### config.mk
export PLATFORM = sky130hd
export DESIGN_NAME = bfs_search_with_path_unit
export DESIGN_NICKNAME = d
export VERILOG_FILES = /design/src/design/bfsp_pkg.sv /design/src/design/bfsp_useq.sv /design/src/design/bfsp_dpath.sv /design/src/design/bfs_search_with_path_unit.sv
export SDC_FILE = /design/constraint.sdc
export NUM_CORES = 1
export LEC_CHECK = 0
export ABC_AREA = 1
export CAP_MARGIN = 20
export CELL_PAD_IN_SITES_DETAIL_PLACEMENT = 1
export CELL_PAD_IN_SITES_GLOBAL_PLACEMENT = 1
export CORE_MARGIN = 10
export CORE_UTILIZATION = 40
export DETAILED_ROUTE_END_ITERATION = 10
export DONT_BUFFER_PORTS = 1
export PLACE_DENSITY_LB_ADDON = 0.1
export SYNTH_ARGS = -nofsm -noshare
export SYNTH_HDL_FRONTEND = slang
export SYNTH_SLANG_ARGS = --single-unit
### constraint.sdc
create_clock -name clk -period 3.6 [get_ports clk]
set_input_delay 0.72 -clock clk [delete_from_list [all_inputs] [get_ports clk]]
set_output_delay 0.72 -clock clk [all_outputs]
set_load 0.02 [all_outputs]
### src/design/bfsp_pkg.sv
package bfsp_pkg;

    // graph size, rows beyond it are held but not searched
    localparam int NUM_VERTICES = 8;
    localparam int NUM_ROWS     = 8;
    localparam int QAW          = (NUM_VERTICES > 1) ? $clog2(NUM_VERTICES) : 1;
    localparam int CW           = 4;

    localparam logic [NUM_VERTICES-1:0] VMASK = {NUM_VERTICES{1'b1}};
    localparam logic [CW-1:0] NV_C       = CW'(NUM_VERTICES);

    localparam logic [7:0] ROW_RESET [NUM_ROWS] = '{
        8'd70, 8'd13, 8'd3, 8'd18, 8'd40, 8'd80, 8'd33, 8'd0
    };

    // result kinds
    localparam logic [1:0] KIND_VISIT = 2'd0;
    localparam logic [1:0] KIND_PATH  = 2'd1;
    localparam logic [1:0] KIND_MISS  = 2'd2;

    // datapath actions
    localparam logic [2:0] ACT_START    = 3'd0;
    localparam logic [2:0] ACT_DEQ      = 3'd1;
    localparam logic [2:0] ACT_SCAN     = 3'd2;
    localparam logic [2:0] ACT_VISIT    = 3'd3;
    localparam logic [2:0] ACT_PATHINIT = 3'd4;
    localparam logic [2:0] ACT_MISS     = 3'd5;
    localparam logic [2:0] ACT_PATH     = 3'd6;

    // hold conditions
    localparam logic [1:0] WAIT_NONE = 2'd0;
    localparam logic [1:0] WAIT_IN   = 2'd1;
    localparam logic [1:0] WAIT_OUT  = 2'd2;

    // branch conditions
    localparam logic [2:0] BR_NONE     = 3'd0;
    localparam logic [2:0] BR_QEMPTY   = 3'd1;
    localparam logic [2:0] BR_PEND     = 3'd2;
    localparam logic [2:0] BR_NOTFOUND = 3'd3;
    localparam logic [2:0] BR_PATHEND  = 3'd4;

    // program steps
    localparam logic [2:0] ST_IDLE     = 3'd0;
    localparam logic [2:0] ST_DEQ      = 3'd1;
    localparam logic [2:0] ST_SCAN     = 3'd2;
    localparam logic [2:0] ST_VISIT    = 3'd3;
    localparam logic [2:0] ST_CHECK    = 3'd4;
    localparam logic [2:0] ST_MISS     = 3'd5;
    localparam logic [2:0] ST_PATH     = 3'd6;

    typedef struct packed {
        logic [2:0] act;
        logic [1:0] wt;
        logic [2:0] br;
        logic [2:0] br_addr;
        logic [2:0] nx_addr;
    } ucode_t;

    typedef struct packed {
        logic [2:0] act;
        logic       go;
    } ctl_t;

    typedef struct packed {
        logic q_empty;
        logic pend;
        logic not_found;
        logic path_end;
        logic out_free;
    } stat_t;

    function automatic ucode_t ucode_rom(input logic [2:0] step);
        ucode_t w;
        unique case (step)
            ST_IDLE:  w = '{ACT_START,    WAIT_IN,   BR_NONE,     ST_IDLE,  ST_DEQ};
            ST_DEQ:   w = '{ACT_DEQ,      WAIT_NONE, BR_QEMPTY,   ST_CHECK, ST_SCAN};
            ST_SCAN:  w = '{ACT_SCAN,     WAIT_NONE, BR_PEND,     ST_SCAN,  ST_VISIT};
            ST_VISIT: w = '{ACT_VISIT,    WAIT_OUT,  BR_NONE,     ST_IDLE,  ST_DEQ};
            ST_CHECK: w = '{ACT_PATHINIT, WAIT_NONE, BR_NOTFOUND, ST_MISS,  ST_PATH};
            ST_MISS:  w = '{ACT_MISS,     WAIT_OUT,  BR_NONE,     ST_IDLE,  ST_IDLE};
            ST_PATH:  w = '{ACT_PATH,     WAIT_OUT,  BR_PATHEND,  ST_IDLE,  ST_PATH};
            default:  w = '{ACT_START,    WAIT_NONE, BR_NONE,     ST_IDLE,  ST_IDLE};
        endcase
        return w;
    endfunction

endpackage

### src/design/bfsp_useq.sv
module bfsp_useq (
    input  logic            clk,
    input  logic            rst_n,
    input  logic            in_valid,
    input  bfsp_pkg::stat_t stat,
    output bfsp_pkg::ctl_t  ctl
);

    logic [2:0]       step_reg;
    logic [2:0]       step_next;
    bfsp_pkg::ucode_t uw;
    logic             wait_ok;
    logic             br_taken;

    assign uw = bfsp_pkg::ucode_rom(step_reg);

    always_comb
    begin
        unique case (uw.wt)
            bfsp_pkg::WAIT_IN:  wait_ok = in_valid;
            bfsp_pkg::WAIT_OUT: wait_ok = stat.out_free;
            default:            wait_ok = 1'b1;
        endcase
    end

    always_comb
    begin
        unique case (uw.br)
            bfsp_pkg::BR_QEMPTY:   br_taken = stat.q_empty;
            bfsp_pkg::BR_PEND:     br_taken = stat.pend;
            bfsp_pkg::BR_NOTFOUND: br_taken = stat.not_found;
            bfsp_pkg::BR_PATHEND:  br_taken = stat.path_end;
            default:               br_taken = 1'b0;
        endcase
    end

    always_comb
    begin
        if (!wait_ok)
        begin
            step_next = step_reg;
        end
        else if (br_taken)
        begin
            step_next = uw.br_addr;
        end
        else
        begin
            step_next = uw.nx_addr;
        end
    end

    always_ff @(posedge clk or negedge rst_n)
    begin
        if (!rst_n)
        begin
            step_reg <= bfsp_pkg::ST_IDLE;
        end
        else
        begin
            step_reg <= step_next;
        end
    end

    assign ctl.act = uw.act;
    assign ctl.go  = wait_ok;

endmodule

### src/design/bfsp_dpath.sv
module bfsp_dpath (
    input  logic            clk,
    input  logic            rst_n,
    input  bfsp_pkg::ctl_t  ctl,
    input  logic [2:0]      target_vertex,
    input  logic            cfg_valid,
    input  logic [2:0]      cfg_index,
    input  logic [7:0]      cfg_data,
    input  logic            out_ready,
    output bfsp_pkg::stat_t stat,
    output logic            out_valid,
    output logic [1:0]      kind,
    output logic [2:0]      vertex,
    output logic            found,
    output logic            last
);

    localparam int N = bfsp_pkg::NUM_VERTICES;

    logic [7:0]              adj_reg [bfsp_pkg::NUM_ROWS];
    logic [N-1:0]            seen_reg;
    logic [2:0]              queue_reg [N];
    logic [2:0]              parent_reg [N];
    logic [3:0]              head_reg;
    logic [3:0]              tail_reg;
    logic                    found_reg;
    logic [2:0]              target_reg;
    logic [2:0]              node_reg;
    logic [N-1:0]            row_reg;
    logic [2:0]              v_reg;
    logic [2:0]              steps_reg;

    logic                    out_valid_reg;
    logic [1:0]              kind_reg;
    logic [2:0]              vertex_reg;
    logic                    found_out_reg;
    logic                    last_reg;

    logic [N-1:0]            pend;
    logic [2:0]              pick;
    logic [2:0]              head_node;
    logic                    q_empty;
    logic                    scan_hit;
    logic                    path_end;
    logic                    out_free;
    logic                    emit;
    logic [7:0]              cur_row;

    assign pend = row_reg & ~seen_reg;

    // lowest pending neighbor
    always_comb
    begin
        pick = '0;
        for (int j = N - 1; j >= 0; j--)
        begin
            if (pend[j])
            begin
                pick = 3'(j);
            end
        end
    end

    assign q_empty   = (head_reg >= tail_reg) || (head_reg >= bfsp_pkg::NV_C);
    assign scan_hit  = (|pend) && (tail_reg < bfsp_pkg::NV_C);
    assign path_end  = (v_reg == 3'd0) || (({1'b0, steps_reg} + 4'd1) >= bfsp_pkg::NV_C);
    assign head_node = queue_reg[head_reg[bfsp_pkg::QAW-1:0]];
    assign cur_row   = adj_reg[head_node];
    assign out_free  = !out_valid_reg || out_ready;

    assign emit = ctl.go && ((ctl.act == bfsp_pkg::ACT_VISIT) ||
                             (ctl.act == bfsp_pkg::ACT_MISS) ||
                             (ctl.act == bfsp_pkg::ACT_PATH));

    assign stat.q_empty   = q_empty;
    assign stat.pend      = scan_hit;
    assign stat.not_found = !found_reg;
    assign stat.path_end  = path_end;
    assign stat.out_free  = out_free;

    // configuration rows
    always_ff @(posedge clk or negedge rst_n)
    begin
        if (!rst_n)
        begin
            for (int i = 0; i < bfsp_pkg::NUM_ROWS; i++)
            begin
                adj_reg[i] <= bfsp_pkg::ROW_RESET[i];
            end
        end
        else if (cfg_valid)
        begin
            adj_reg[cfg_index] <= cfg_data;
        end
    end

    // search control state
    always_ff @(posedge clk or negedge rst_n)
    begin
        if (!rst_n)
        begin
            seen_reg  <= '0;
            head_reg  <= '0;
            tail_reg  <= '0;
            found_reg <= 1'b0;
        end
        else if (ctl.go)
        begin
            case (ctl.act)
                bfsp_pkg::ACT_START:
                begin
                    seen_reg  <= N'(1);
                    head_reg  <= '0;
                    tail_reg  <= 4'd1;
                    found_reg <= 1'b0;
                end
                bfsp_pkg::ACT_DEQ:
                begin
                    if (!q_empty)
                    begin
                        head_reg <= head_reg + 4'd1;
                        if (head_node == target_reg)
                        begin
                            found_reg <= 1'b1;
                        end
                    end
                end
                bfsp_pkg::ACT_SCAN:
                begin
                    if (scan_hit)
                    begin
                        seen_reg[pick] <= 1'b1;
                        tail_reg       <= tail_reg + 4'd1;
                    end
                end
                default:
                begin
                end
            endcase
        end
    end

    // queue, parents and walk registers
    always_ff @(posedge clk)
    begin
        if (ctl.go)
        begin
            case (ctl.act)
                bfsp_pkg::ACT_START:
                begin
                    queue_reg[0] <= 3'd0;
                    target_reg   <= target_vertex;
                end
                bfsp_pkg::ACT_DEQ:
                begin
                    if (!q_empty)
                    begin
                        node_reg <= head_node;
                        row_reg  <= cur_row[N-1:0] & bfsp_pkg::VMASK;
                    end
                end
                bfsp_pkg::ACT_SCAN:
                begin
                    if (scan_hit)
                    begin
                        queue_reg[tail_reg[bfsp_pkg::QAW-1:0]] <= pick;
                        parent_reg[pick[bfsp_pkg::QAW-1:0]]    <= node_reg;
                    end
                end
                bfsp_pkg::ACT_PATHINIT:
                begin
                    v_reg     <= target_reg;
                    steps_reg <= '0;
                end
                bfsp_pkg::ACT_PATH:
                begin
                    if (!path_end)
                    begin
                        v_reg     <= parent_reg[v_reg[bfsp_pkg::QAW-1:0]];
                        steps_reg <= steps_reg + 3'd1;
                    end
                end
                default:
                begin
                end
            endcase
        end
    end

    // result register
    always_ff @(posedge clk or negedge rst_n)
    begin
        if (!rst_n)
        begin
            out_valid_reg <= 1'b0;
        end
        else if (emit)
        begin
            out_valid_reg <= 1'b1;
        end
        else if (out_ready)
        begin
            out_valid_reg <= 1'b0;
        end
    end

    always_ff @(posedge clk)
    begin
        if (emit)
        begin
            case (ctl.act)
                bfsp_pkg::ACT_VISIT:
                begin
                    kind_reg      <= bfsp_pkg::KIND_VISIT;
                    vertex_reg    <= node_reg;
                    found_out_reg <= found_reg;
                    last_reg      <= 1'b0;
                end
                bfsp_pkg::ACT_MISS:
                begin
                    kind_reg      <= bfsp_pkg::KIND_MISS;
                    vertex_reg    <= target_reg;
                    found_out_reg <= 1'b0;
                    last_reg      <= 1'b1;
                end
                default:
                begin
                    kind_reg      <= bfsp_pkg::KIND_PATH;
                    vertex_reg    <= v_reg;
                    found_out_reg <= 1'b1;
                    last_reg      <= path_end;
                end
            endcase
        end
    end

    assign out_valid = out_valid_reg;
    assign kind      = kind_reg;
    assign vertex    = vertex_reg;
    assign found     = found_out_reg;
    assign last      = last_reg;

endmodule

### src/design/bfs_search_with_path_unit.sv
// breadth-first search over an 8-vertex graph kept as eight adjacency rows
// configuration: cfg_valid/cfg_ready transfer writes row cfg_index with cfg_data,
//   bit j of a row marks an edge to vertex j; cfg_ready is always high
// request: one in_valid/in_ready transfer carries target_vertex; the search
//   starts at vertex 0 and in_ready stays low until the request's last result
//   has been loaded into the output register
// results: out_valid/out_ready transfers of kind, vertex, found and last;
//   first every reached vertex in visit order (kind visit), then either the
//   parent path from the target back to vertex 0 (kind path) or one not-found
//   summary; the final result of a request has last set
// program: a small microcode program steps the datapath one control word per
//   cycle unless a step waits for a request or a free output register; a start
//   step, per reached vertex a dequeue step, a scan step per newly discovered
//   neighbor, an empty scan step and an emit step, then a dequeue step that
//   finds the queue empty, a check step and a step per path or summary result
// stalls: a held result blocks the next emit step, nothing is dropped
// reset: rows return to their default graph, the program returns to idle
//   and the output register empties
module bfs_search_with_path_unit (
    input  logic       clk,
    input  logic       rst_n,
    input  logic       in_valid,
    output logic       in_ready,
    input  logic [2:0] target_vertex,
    output logic       out_valid,
    input  logic       out_ready,
    output logic [1:0] kind,
    output logic [2:0] vertex,
    output logic       found,
    output logic       last,
    input  logic       cfg_valid,
    output logic       cfg_ready,
    input  logic [2:0] cfg_index,
    input  logic [7:0] cfg_data
);

    bfsp_pkg::ctl_t  ctl;
    bfsp_pkg::stat_t stat;

    // sequencer: step counter, control store and branch logic
    bfsp_useq u_useq (
        .clk      (clk),
        .rst_n    (rst_n),
        .in_valid (in_valid),
        .stat     (stat),
        .ctl      (ctl)
    );

    // datapath: rows, visited set, queue, parents and result register
    bfsp_dpath u_dpath (
        .clk           (clk),
        .rst_n         (rst_n),
        .ctl           (ctl),
        .target_vertex (target_vertex),
        .cfg_valid     (cfg_valid),
        .cfg_index     (cfg_index),
        .cfg_data      (cfg_data),
        .out_ready     (out_ready),
        .stat          (stat),
        .out_valid     (out_valid),
        .kind          (kind),
        .vertex        (vertex),
        .found         (found),
        .last          (last)
    );

    // a request is taken only by the idle step of the program
    assign in_ready  = (ctl.act == bfsp_pkg::ACT_START);
    assign cfg_ready = 1'b1;

endmodule
# [After elaboration in Yosys (flattened, before gate mapping)]
# Memories as Yosys holds them, arrays and structs flattened. A register that Yosys moved wholly into a read port is not among the register bits.
# Cells that the tools add are included.
[op_classes] n_addsub=4 bitwise=6 mux=50 reduce_logical=26 n_lt_le_gt_ge=9 n_eq_ne=23
[ops] cell="$pmux 14 s7" n=1
[ops] cell="$bwmux 64" n=1
[ops] cell="$mux 3" n=14
[ops] cell="$mux 8" n=4
[ops] cell="$bmux 8 s3" n=1
[ops] cell="$demux 8 s3" n=1
[ops] cell="$eq 3x3->1 const B" n=7
[ops] cell="$eq 3x2->1 const B" n=6
[ops] cell="$pmux 3 s2" n=3
[ops] cell="$ge 4x4->1 const B" n=4
[ops] cell="$pmux 4 s2" n=2
[ops] cell="$pmux 8 s2" n=1
[ops] cell="$mux 1" n=13
[ops] cell="$reduce_and 3->1" n=4
[ops] cell="$eq 3x1->1 const B" n=3
[ops] cell="$logic_not 3->1" n=3
[ops] cell="$add 4x1->4 const B" n=2
[ops] cell="$and 8x8->8" n=1
[ops] cell="$mux 4" n=2
[ops] cell="$not 3->4" n=2
[ops] cell="$not 8->8" n=1
[ops] cell="$or 8x8->8" n=1
[ops] cell="$pmux 1 s2" n=4
[ops] cell="$reduce_bool 2->1" n=4
[ops] cell="other kinds (23)" n=33
[word_totals] n_memories=2 regBits=112 mem_bits_rw=48 word_cells=143 inputBits=19
[memory_table] memory="u_dpath.parent_reg" depth=8 word_bits=3 rd=1 rd_ports_with_merged_regs=1 wr=1 line="bfsp_dpath.sv:23" source="logic [2:0] parent_reg [N];"
[memory_table] memory="u_dpath.queue_reg" depth=8 word_bits=3 rd=1 rd_ports_with_merged_regs=0 wr=1 line="bfsp_dpath.sv:22" source="logic [2:0] queue_reg [N];"

# [Depth between registers and ports, before layout]
# Gate-level depths: netlist of the first run.
[logic_depth] depth_word=17 depth_mapped=17 depth_no_buf=17

# [By module]
# Synthesis of the first run repeated with hierarchy kept, for this count alone.
[unflattened] hier_cells=907 hier_area_um2=7922.6
[by_module_without_submodules] mod="bfsp_dpath" area_per_inst_um2=7437.1 cells_per_inst=833 instances=1
[by_module_without_submodules] mod="bfsp_useq" area_per_inst_um2=456.7 cells_per_inst=68 instances=1
[by_module_without_submodules] mod="bfs_search_with_path_unit" area_per_inst_um2=28.8 cells_per_inst=6 instances=1

# [Worst setup path after synthesis of the first run]
# No wires, ideal clock.
[synth_path] path_kind="register -> register" from="register u_useq.step_reg[2]" to="memory u_dpath.queue_reg[4][0], enable pin" path_buffers=1 setup_ns=0.345 stages_incl_launch_ff=14 path_slack_ns=0.950 arrival_ns=2.306 period_less_slack_ns=2.650 cell_sequence="dfrtp_1 -> buf_4 -> inv_1 -> nor2_1 -> nor2_1 -> inv_1 -> nor2_1 -> ha_1 -> nand3b_2 -> nand3_2 -> inv_1 -> nand2_1 -> nand2_1 -> nor3_1"
[synth_between] elab_chain_len=8
[synth_rtl] element="start: declaration" line="bfsp_useq.sv:9" source="logic [2:0] step_reg;"
[synth_rtl] element="start signal: assignment" line="bfsp_useq.sv:57" source="step_reg <= bfsp_pkg::ST_IDLE;"
[synth_rtl] element="start signal: assignment" line="bfsp_useq.sv:61" source="step_reg <= step_next;"
[synth_rtl] element="$eq 3x3->1, or another cell as far along" line="bfsp_pkg.sv:74" source="unique case (step)"
[synth_rtl] element="$pmux 14 s7 (*)" line="bfsp_pkg.sv:74"
[synth_rtl] element="$eq 2x2->1, or another cell as far along" line="bfsp_useq.sv:19" source="unique case (uw.wt)"
[synth_rtl] element="$pmux 1 s2 / $mux 1 (equally long branches)" line="bfsp_useq.sv:19, bfsp_dpath.sv:148"
[synth_rtl] element="$mux 1" line="bfsp_dpath.sv:146" source="if (ctl.go)"
[synth_rtl] element="$mux 1 (implied by the code)" line="bfsp_dpath.sv:166" source="queue_reg[tail_reg[bfsp_pkg::QAW-1:0]] <= pick;"
[synth_rtl] element="$reduce_or 3->1 (no source line)"
[synth_rtl] element="$mux 3 (no source line) / $mux 1 (equally long branches)"
[synth_rtl] element="end: declaration" line="bfsp_dpath.sv:22"
# Mark *: on every way between the ends. The rest lies on a longest branch, timed or not.

# [Final worst setup path of the first run]
# Ends and elaborated chain as after synthesis.

==> impl_metrics.ini, run 1 <==
[worst_setup_path]
critPathCaptureType = register
cp_max_fo = 9
crit_path_cell_trace = inv_1 -> nor2_1 -> nor2_1 -> inv_1 -> nor2_1 -> inv_1 -> ha_1 -> o21ai_0 -> nand3b_2 -> nand3_2 -> inv_1 -> nand2_1 -> nand2_1 -> nor3_2
path_common_cell = inv_1
start_kind = register
worst_ep_arrival_time_ns = 3.28
timing.critical_path.required_ns = 3.71
crit_type = reg2reg
max_stage_delay_ns = 0.46
critical-path-slowest-cell = dfrtp_1

[grt]
antenna_found_initial = 0
groute.usage.overall_pct = 16.1
grt_pass1_vias = 6132
largest_net_degree_at_the_start_of_global_routing = 70
grt_total_ovfl = 0
grt_pass1_wl_um = 31600

[timing]
setup_tns_final_ns = 0
timing.final.crit_share_pct = 88.1
hold_violations = 0
slew_limit_fails = 0
worst_pin_slew_ns = 0.641
setup_viol_count_final = 0
rsz0062_at_grt = no
setup_ws_ns = 0.428
worst_slew_margin_rel_pct = 57.1
min_period_ns = 3.17
clock-skew-final_ns = 0.00550
achievable-frequency_mhz = 315

[drt]
wl_per_cell_um = 17.0
totalWireLength_um = 19000
avgViaCountPerCell = 5.05
post-route-drc-count = 0
dr.pass1.iters = 5
antenna_viol_nets_final = 0
via_count = 5647
drt-initial-drc-count = 236

[place]
io_buffers = 0
detailed_place_hpwl_um = 13500
pre_cts_ws_ns = 0.342
globalplace.congestion = 0.903

[cts]
cts.sink_count = 163
clock_path_buffers = 2
clk_transition_reported_paths_ns = 0.07
postCtsSetupBuffers = 0
cts_buffer_count = 17
cts_tree = built
htree_num_levels = 4
cts.root.buffer_cell = clkbuf_16
worst_skew_pair.late_latency_ns = 0.43

[floorplanning]
core_sq_mm = 0.0188
std_cell_rows = 50
floorplan.die_area_sq_mm = 0.0251
chipHeight_um = 158
start_util_pct = 40.9
io_pins = 29
chipWidth_um = 158

[yosys]
synth_enable_flop_cells = 75
synth-main-ff-cell = edfxtp_1
netlist-cell-type-count = 38
asyncSetResetFlopFracSynth_pct = 52.1
synth_seq_cells = 163
yosys_warnings = 0
mapped_nets = 904
postSynthAreaPerCell_sq_um = 8.77
ys_seq_area_share_pct = 58.1
post_synth_inst_count = 875
synthesis.area_sq_mm = 0.00767

[outcome]
run_status = finished, final reports clean

[pwr]
ir_drop_v = 0.000417
p_per_area_mw_per_mm2 = 889
cellLeakagePower_nw = 3.86

[finish]
flow.area_growth_from_synthesis_pct = 9.93
post_route_cells_drive_above_1_share_pct = 8.14
design.final.nets = 901
antenna-diode-count = 0
largest_register_ff_count = 64
layout_commonest_cell = nand2_1
commonest_cells_after_routing_fill_and_taps_aside = nand2_1 (280), inv_1 (114), o21ai_0 (96)

[min_path]
min_path_type = in2async

[run]
drv.max_cap_violation_count = 0
-- final cells by class --
type	instances	area, sq um
clock inverter	15	150
timing repair buffer	4	62.6
clock buffer	17	425
fill	2211	10300
tap	234	293
multi-input combinational	567	2590
inverter	119	449
sequential	163	4460
-- path summary, 6_finish.rpt --
check                                                      from                                end  slack [ns]  cells after the start
worst min register to register  u_dpath.adj_reg[12]$_DFFE_PN0P_    u_dpath.adj_reg[12]$_DFFE_PN0P_        0.49                      2
min in group clk                               target_vertex[0]    u_dpath.target_reg[0]$_DFFE_PP_        0.39                      0
worst max register to register   u_useq.step_reg[2]$_DFFE_PN0P_  u_dpath.queue_reg[4][0]$_DFFE_PP_        0.43                     14
max in group asynchronous                                 rst_n    u_dpath.adj_reg[47]$_DFFE_PN0P_        3.13                      1
worst min-delay path                                      rst_n     u_dpath.adj_reg[8]$_DFFE_PN1P_        0.14                      0
worst max-delay path             u_useq.step_reg[2]$_DFFE_PN0P_  u_dpath.queue_reg[4][0]$_DFFE_PP_        0.43                     14
-- report_power, final --
group,internal [mW],total [mW],switching [mW]
Combinational,0.811,2.88,2.07
Sequential,2.51,2.86,0.341
Clock,0.972,1.76,0.793
-- timing repair --
action,4_1_cts,5_1_grt
hold buffers,1,0
hold endpoints to repair,69,0
endpoints found under the setup margin,0,3
resized for setup,0,1
-- through the flow --
stage | hold slack [ns] | total power, mW | util [%] | instances | cell area, sq um
floorplan | 0.424 | 5.01 | - | 875 | 7670
global placement | 0.435 | 5.69 | 41.7 | 1086 | 7820
detailed placement | 0.429 | 5.80 | 41.7 | 1086 | 7820
CTS | 0.121 | 7.62 | 44.9 | 1119 | 8430
global route | 0.111 | 8.16 | 44.9 | 1119 | 8430
finish | 0.135 | 7.50 | 44.9 | 1119 | 8430
-- cells by family (layout without fill, tap and decap cells) --
group                    count (synthesis)  after routing  synth area share [%]
AND/OR/NAND/NOR                        411            411                  21.7
flip-flops                             163            163                  58.1
buffers and inverters                  145            155                  8.12
AO/OA/AOI/OAI                          143            143                  10.1
adder cells (fa/ha/maj)                 10             10                  1.63
XOR/XNOR                                 2              2                 0.228
other                                    1              1                0.0489
-- layer usage --
metal  track usage (%)  up-vias  part of all wire [%]
li1                  -     2808                     -
met1              18.2     2754                    43
met2              29.1       59                    52
met3              3.02       26                   2.5
met4              6.53        0                   2.8
met5                 0        -                     0
-- synth_stat cells, drive strengths merged, types with 6 or more instances --
master	number	share of area (%)
dfrtp	69	23
nand3	35	2.5
nand2	290	15
inv	117	5.8
a21oi	16	1.1
clkbuf	11	0.54
nor2	73	3.6
nand4	6	0.49
buf	15	1.7
dfstp	16	5.5
edfxtp	75	29
ha	10	1.6
o21ai	105	6.9
o211ai	16	1.6
-- worst max-delay path: cells and delay by family (launching register included) --
kind            cells  cell delay (ns)
flops               1             0.46
simple gates        8             1.47
buf+inv             4             0.63
fa+ha+maj           1             0.19
compound gates      1             0.10
No activity file was read; power rests on OpenSTA's default activity.
==> run 2, diff against run 1 <==
==> constraint.sdc (replaced) <==
create_clock -name clk -period 3.6 [get_ports clk]
set_input_delay 0.18 -clock clk [delete_from_list [all_inputs] [get_ports clk]]
set_output_delay 0.18 -clock clk [all_outputs]
set_load 0.02 [all_outputs]
==> impl_metrics.ini, run 2 (synthesis gave the netlist of run 1 again) <==
[timing]
setup_tns_final_ns = 0
slew_limit_fails = 0
achievable-frequency_mhz = 315
min_period_ns = 3.17
timing.hold.ws_ns = 0.0312
worst_slew_margin_rel_pct = 57.5
setup_viol_count_final = 0
hold_violations = 0
clock-skew-final_ns = 0.00779
timing.final.crit_share_pct = 88.2
setup_ws_ns = 0.426
worst_pin_slew_ns = 0.635
rsz0062_at_grt = no

[worst_setup_path]
crit_type = reg2reg
critical-path-slowest-cell = dfrtp_1
critPathCaptureType = register
timing.critical_path.required_ns = 3.71
crit_path_cell_trace = inv_1 -> nor2_1 -> nor2_1 -> inv_1 -> nor2_1 -> inv_1 -> ha_1 -> o21ai_0 -> nand3b_2 -> nand3_2 -> inv_1 -> nand2_1 -> nand2_1 -> nor3_2
cp_max_fo = 9
worst_ep_arrival_time_ns = 3.28
max_stage_delay_ns = 0.46
path_common_cell = inv_1
start_kind = register

[cts]
cts.sink_count = 163
cts.root.buffer_cell = clkbuf_16
htree_num_levels = 4
worst_skew_pair.late_latency_ns = 0.43
cts_buffer_count = 17
cts_tree = built
postCtsSetupBuffers = 0
clk_transition_reported_paths_ns = 0.07
clock_path_buffers = 2

[drt]
post-route-drc-count = 0
dr.pass1.iters = 4
wl_per_cell_um = 16.7
drt-initial-drc-count = 232
antenna_viol_nets_final = 0
via_count = 5680
avgViaCountPerCell = 5.02
totalWireLength_um = 18900

[grt]
grt_pass1_vias = 6183
groute.usage.overall_pct = 16.0
grt_total_ovfl = 0
largest_net_degree_at_the_start_of_global_routing = 86
grt_pass1_wl_um = 31500
antenna_found_initial = 0

[floorplanning]
chipWidth_um = 158
floorplan.die_area_sq_mm = 0.0251
std_cell_rows = 50
core_sq_mm = 0.0188
start_util_pct = 40.9
io_pins = 29
chipHeight_um = 158

[pwr]
ir_drop_v = 0.000419
p_per_area_mw_per_mm2 = 878
total_power_mw = 7.52
cellLeakagePower_nw = 3.91

[finish]
antenna-diode-count = 0
layout_commonest_cell = nand2_1
commonest_cells_after_routing_fill_and_taps_aside = nand2_1 (280), inv_1 (114), o21ai_0 (96)
instances_no_fill = 1132
final.fill_count = 2205
flow.area_growth_from_synthesis_pct = 11.6
post_route_cells_drive_above_1_share_pct = 8.02
postLayoutCellArea_sq_mm = 0.00856
largest_register_ff_count = 64
design.final.nets = 914
layout.core_utilization_pct = 45.6

[place]
placed_cells_incl_taps = 1086
io_buffers = 0
detailed_place_hpwl_um = 13500
pre_cts_ws_ns = 0.342
globalplace.congestion = 0.903
dpl_cell_area_sq_mm = 0.00782

[outcome]
run_status = finished, final reports clean

[min_path]
min_path_type = in2reg

[run]
drv.max_cap_violation_count = 0
[run 2: area by class of cell]
cell class                      instances  area, sq um  share of cell area [%]
Clock inverter                         15          150                    1.75
Sequential cell                       163         4460                    52.1
Tap cell                              234          293                    3.42
Inverter                              119          449                    5.25
Clock buffer                           17          425                    4.97
Multi-Input combinational cell        567         2590                    30.3
Timing Repair Buffer                   17          193                    2.25
[run 2: critical path: cells and delay by family, from the launching register on]
family	cells	cell delay (ns)
simple gates	8	1.47
buf+inv	4	0.63
flops	1	0.46
fa+ha+maj	1	0.19
compound gates	1	0.10
[run 2: routing by layer]
| metal | track usage, % | share of wire, % |
|---|---|---|
| met3 | 2.81 | 2.4 |
| met4 | 6.70 | 2.9 |
| met1 | 18.3 | 43 |
| met2 | 28.7 | 52 |
| met5 | 0 | 0 |
[run 2: where the power goes]
group / switching [mW] / leakage, nW / internal [mW]
registers: 0.341 / 1.76 / 2.51
clock network: 0.800 / 0.276 / 0.972
logic: 2.07 / 1.88 / 0.820
[run 2: worst paths after layout]
kind / start / to / slack [ns] / cells past startpoint
min in group asynchronous: rst_n / u_dpath.adj_reg[0]$_DFFE_PN0P_ / 0.34 / 2
worst max register to register: u_useq.step_reg[2]$_DFFE_PN0P_ / u_dpath.queue_reg[4][2]$_DFFE_PP_ / 0.43 / 14
worst min register to register: u_dpath.adj_reg[34]$_DFFE_PN0P_ / u_dpath.adj_reg[34]$_DFFE_PN0P_ / 0.49 / 2
worst min-delay path: cfg_data[5] / u_dpath.adj_reg[13]$_DFFE_PN1P_ / 0.03 / 2
max in group asynchronous: rst_n / u_dpath.adj_reg[48]$_DFFE_PN1P_ / 2.85 / 2
worst max-delay path: u_useq.step_reg[2]$_DFFE_PN0P_ / u_dpath.queue_reg[4][2]$_DFFE_PP_ / 0.43 / 14
[run 2: timing repair]
action | in CTS | in global routing
endpoints found under the hold margin | 97 | 0
setup endpoints to repair | 0 | 3
resized for setup | 0 | 1
hold buffers | 14 | 0
==> run 3, diff against run 2 <==
--- a/config.mk
+++ b/config.mk
@@ -11,6 +11,7 @@
 export CELL_PAD_IN_SITES_GLOBAL_PLACEMENT = 1
 export CORE_MARGIN = 10
 export CORE_UTILIZATION = 40
+export CTS_CLUSTER_DIAMETER = 120
 export DETAILED_ROUTE_END_ITERATION = 10
 export DONT_BUFFER_PORTS = 1
 export PLACE_DENSITY_LB_ADDON = 0.1
==> constraint.sdc (replaced) <==
create_clock -name clk -period 3.8 [get_ports clk]
set_input_delay 0.19 -clock clk [delete_from_list [all_inputs] [get_ports clk]]
set_output_delay 0.19 -clock clk [all_outputs]
set_load 0.02 [all_outputs]
==> impl_metrics.ini, run 3 (synthesis gave the netlist of run 1 again) <==
[timing]
achievable-frequency_mhz = 308
setup_tns_final_ns = 0
setup_viol_count_final = 0
rsz0062_at_grt = no
slew_limit_fails = 0
worst_pin_slew_ns = 0.628
hold_violations = 0
min_period_ns = 3.25
worst_slew_margin_rel_pct = 57.9
timing.final.crit_share_pct = 85.4
clock-skew-final_ns = 0.0138

[grt]
groute.usage.overall_pct = 15.7
grt_pass1_wl_um = 30800
grt_pass1_vias = 6205
grt_total_ovfl = 0
antenna_found_initial = 0
largest_net_degree_at_the_start_of_global_routing = 86

[drt]
dr.pass1.iters = 6
avgViaCountPerCell = 5.04
wl_per_cell_um = 16.6
via_count = 5704
post-route-drc-count = 0
drt-initial-drc-count = 230
antenna_viol_nets_final = 0
totalWireLength_um = 18800

[finish]
flow.area_growth_from_synthesis_pct = 11.5
commonest_cells_after_routing_fill_and_taps_aside = nand2_1 (280), inv_1 (114), o21ai_0 (96)
instances_no_fill = 1132
design.final.nets = 914
post_route_cells_drive_above_1_share_pct = 7.80
largest_register_ff_count = 64
layout_commonest_cell = nand2_1
antenna-diode-count = 0

[min_path]
min_path_type = in2reg
whs_path_depth = 2

[cts]
cts_tree = built
cts.sink_count = 163
clk_transition_reported_paths_ns = 0.07
clock_path_buffers = 2
cts.root.buffer_cell = clkbuf_16
postCtsSetupBuffers = 0
cts_buffer_count = 17
worst_skew_pair.late_latency_ns = 0.43
htree_num_levels = 4

[floorplanning]
core_sq_mm = 0.0188
io_pins = 29
chipHeight_um = 158
chipWidth_um = 158
floorplan.die_area_sq_mm = 0.0251
std_cell_rows = 50
start_util_pct = 40.9

[place]
detailed_place_hpwl_um = 13500
globalplace.congestion = 0.881
io_buffers = 0
placed_cells_incl_taps = 1086

[worst_setup_path]
crit_type = reg2reg
timing.critical_path.required_ns = 3.87
critPathCaptureType = register
cp_max_fo = 9
worst_ep_arrival_time_ns = 3.32
start_kind = register
worst_reg_to_reg_path_cell_count = 14

[pwr]
ir_drop_v = 0.000345
p_per_area_mw_per_mm2 = 834
cellLeakagePower_nw = 3.90

[outcome]
run_status = finished, final reports clean

[run]
drv.max_cap_violation_count = 0
run 3: cell types whose count changed in the layout (fill, tap and decap cells not counted), sizes merged:
cell | before | now
inv | 123 | 122
clkinv | 8 | 4
bufinv | 1 | 2
clkbuf | 17 | 18
clkinvlp | 2 | 5
run 3: path summary, 6_finish.rpt:
check / from / end / slack [ns]
worst max-delay path: u_useq.step_reg[2]$_DFFE_PN0P_ / u_dpath.queue_reg[4][0]$_DFFE_PP_ / 0.55
min in group asynchronous: rst_n / u_dpath.head_reg[1]$_DFFE_PN0P_ / 0.29
worst min-delay path: cfg_data[4] / u_dpath.adj_reg[20]$_DFFE_PN1P_ / 0.04
max in group asynchronous: rst_n / u_dpath.adj_reg[40]$_DFFE_PN1P_ / 3.04
worst max register to register: u_useq.step_reg[2]$_DFFE_PN0P_ / u_dpath.queue_reg[4][0]$_DFFE_PP_ / 0.55
worst min register to register: u_dpath.adj_reg[44]$_DFFE_PN0P_ / u_dpath.adj_reg[44]$_DFFE_PN0P_ / 0.48
run 3: what timing repair did:
item / 4_1_cts / 5_1_grt
hold buffers: 14 / 0
hold endpoints to repair: 97 / 0
resized for setup: 0 / 0
run 3: per-layer routing:
metal / global-route usage [%] / vias to the layer above / wire [um]
li1: - / 2830 / -
met1: 17.7 / 2785 / 8110
met2: 28.2 / 65 / 9820
met3: 3.40 / 24 / 465
met4: 6.48 / 0 / 412
met5: 0 / - / 0
run 3: through the flow:
step | utilization [%] | total power [mW] | setup slack, ns | hold WS [ns] | area [sq um]
finish | 45.6 | 7.13 | 0.554 | 0.0380 | 8550
global route | 45.6 | 7.71 | 0.194 | 0.0692 | 8550
CTS | 45.6 | 7.23 | 0.552 | 0.0398 | 8550
detailed placement | 41.6 | 5.46 | 0.567 | -0.0970 | 7810
global placement | 41.6 | 5.36 | 0.790 | -0.0970 | 7810
floorplan | - | 4.75 | 1.15 | -0.106 | 7670
run 3: layout make-up:
class                   instances  area, sq um
clock buffers                  18          429
clock inverters                14          153
fillers                      2190        10200
inverters                     119          449
multi-input cells             567         2590
flip-flops and latches        163         4460
well taps                     234          293
repair buffers                 17          180
run 3: power by group:
group	leakage (nW)	internal [mW]	switching [mW]
combinational	1.87	0.751	1.97
sequential	1.76	2.38	0.327
clock	0.269	0.976	0.725
run 3: worst max-delay path: stages (launching register included):
cell	delay [ns]
dfrtp_1	0.46
inv_1	0.23
nor2_1	0.12
nor2_1	0.22
inv_1	0.11
nor2_1	0.17
inv_1	0.08
ha_1	0.18
o21ai_0	0.09
nand3b_2	0.24
nand3_2	0.20
inv_1	0.16
nand2_1	0.14
nand2_1	0.10
nor3_1	0.37
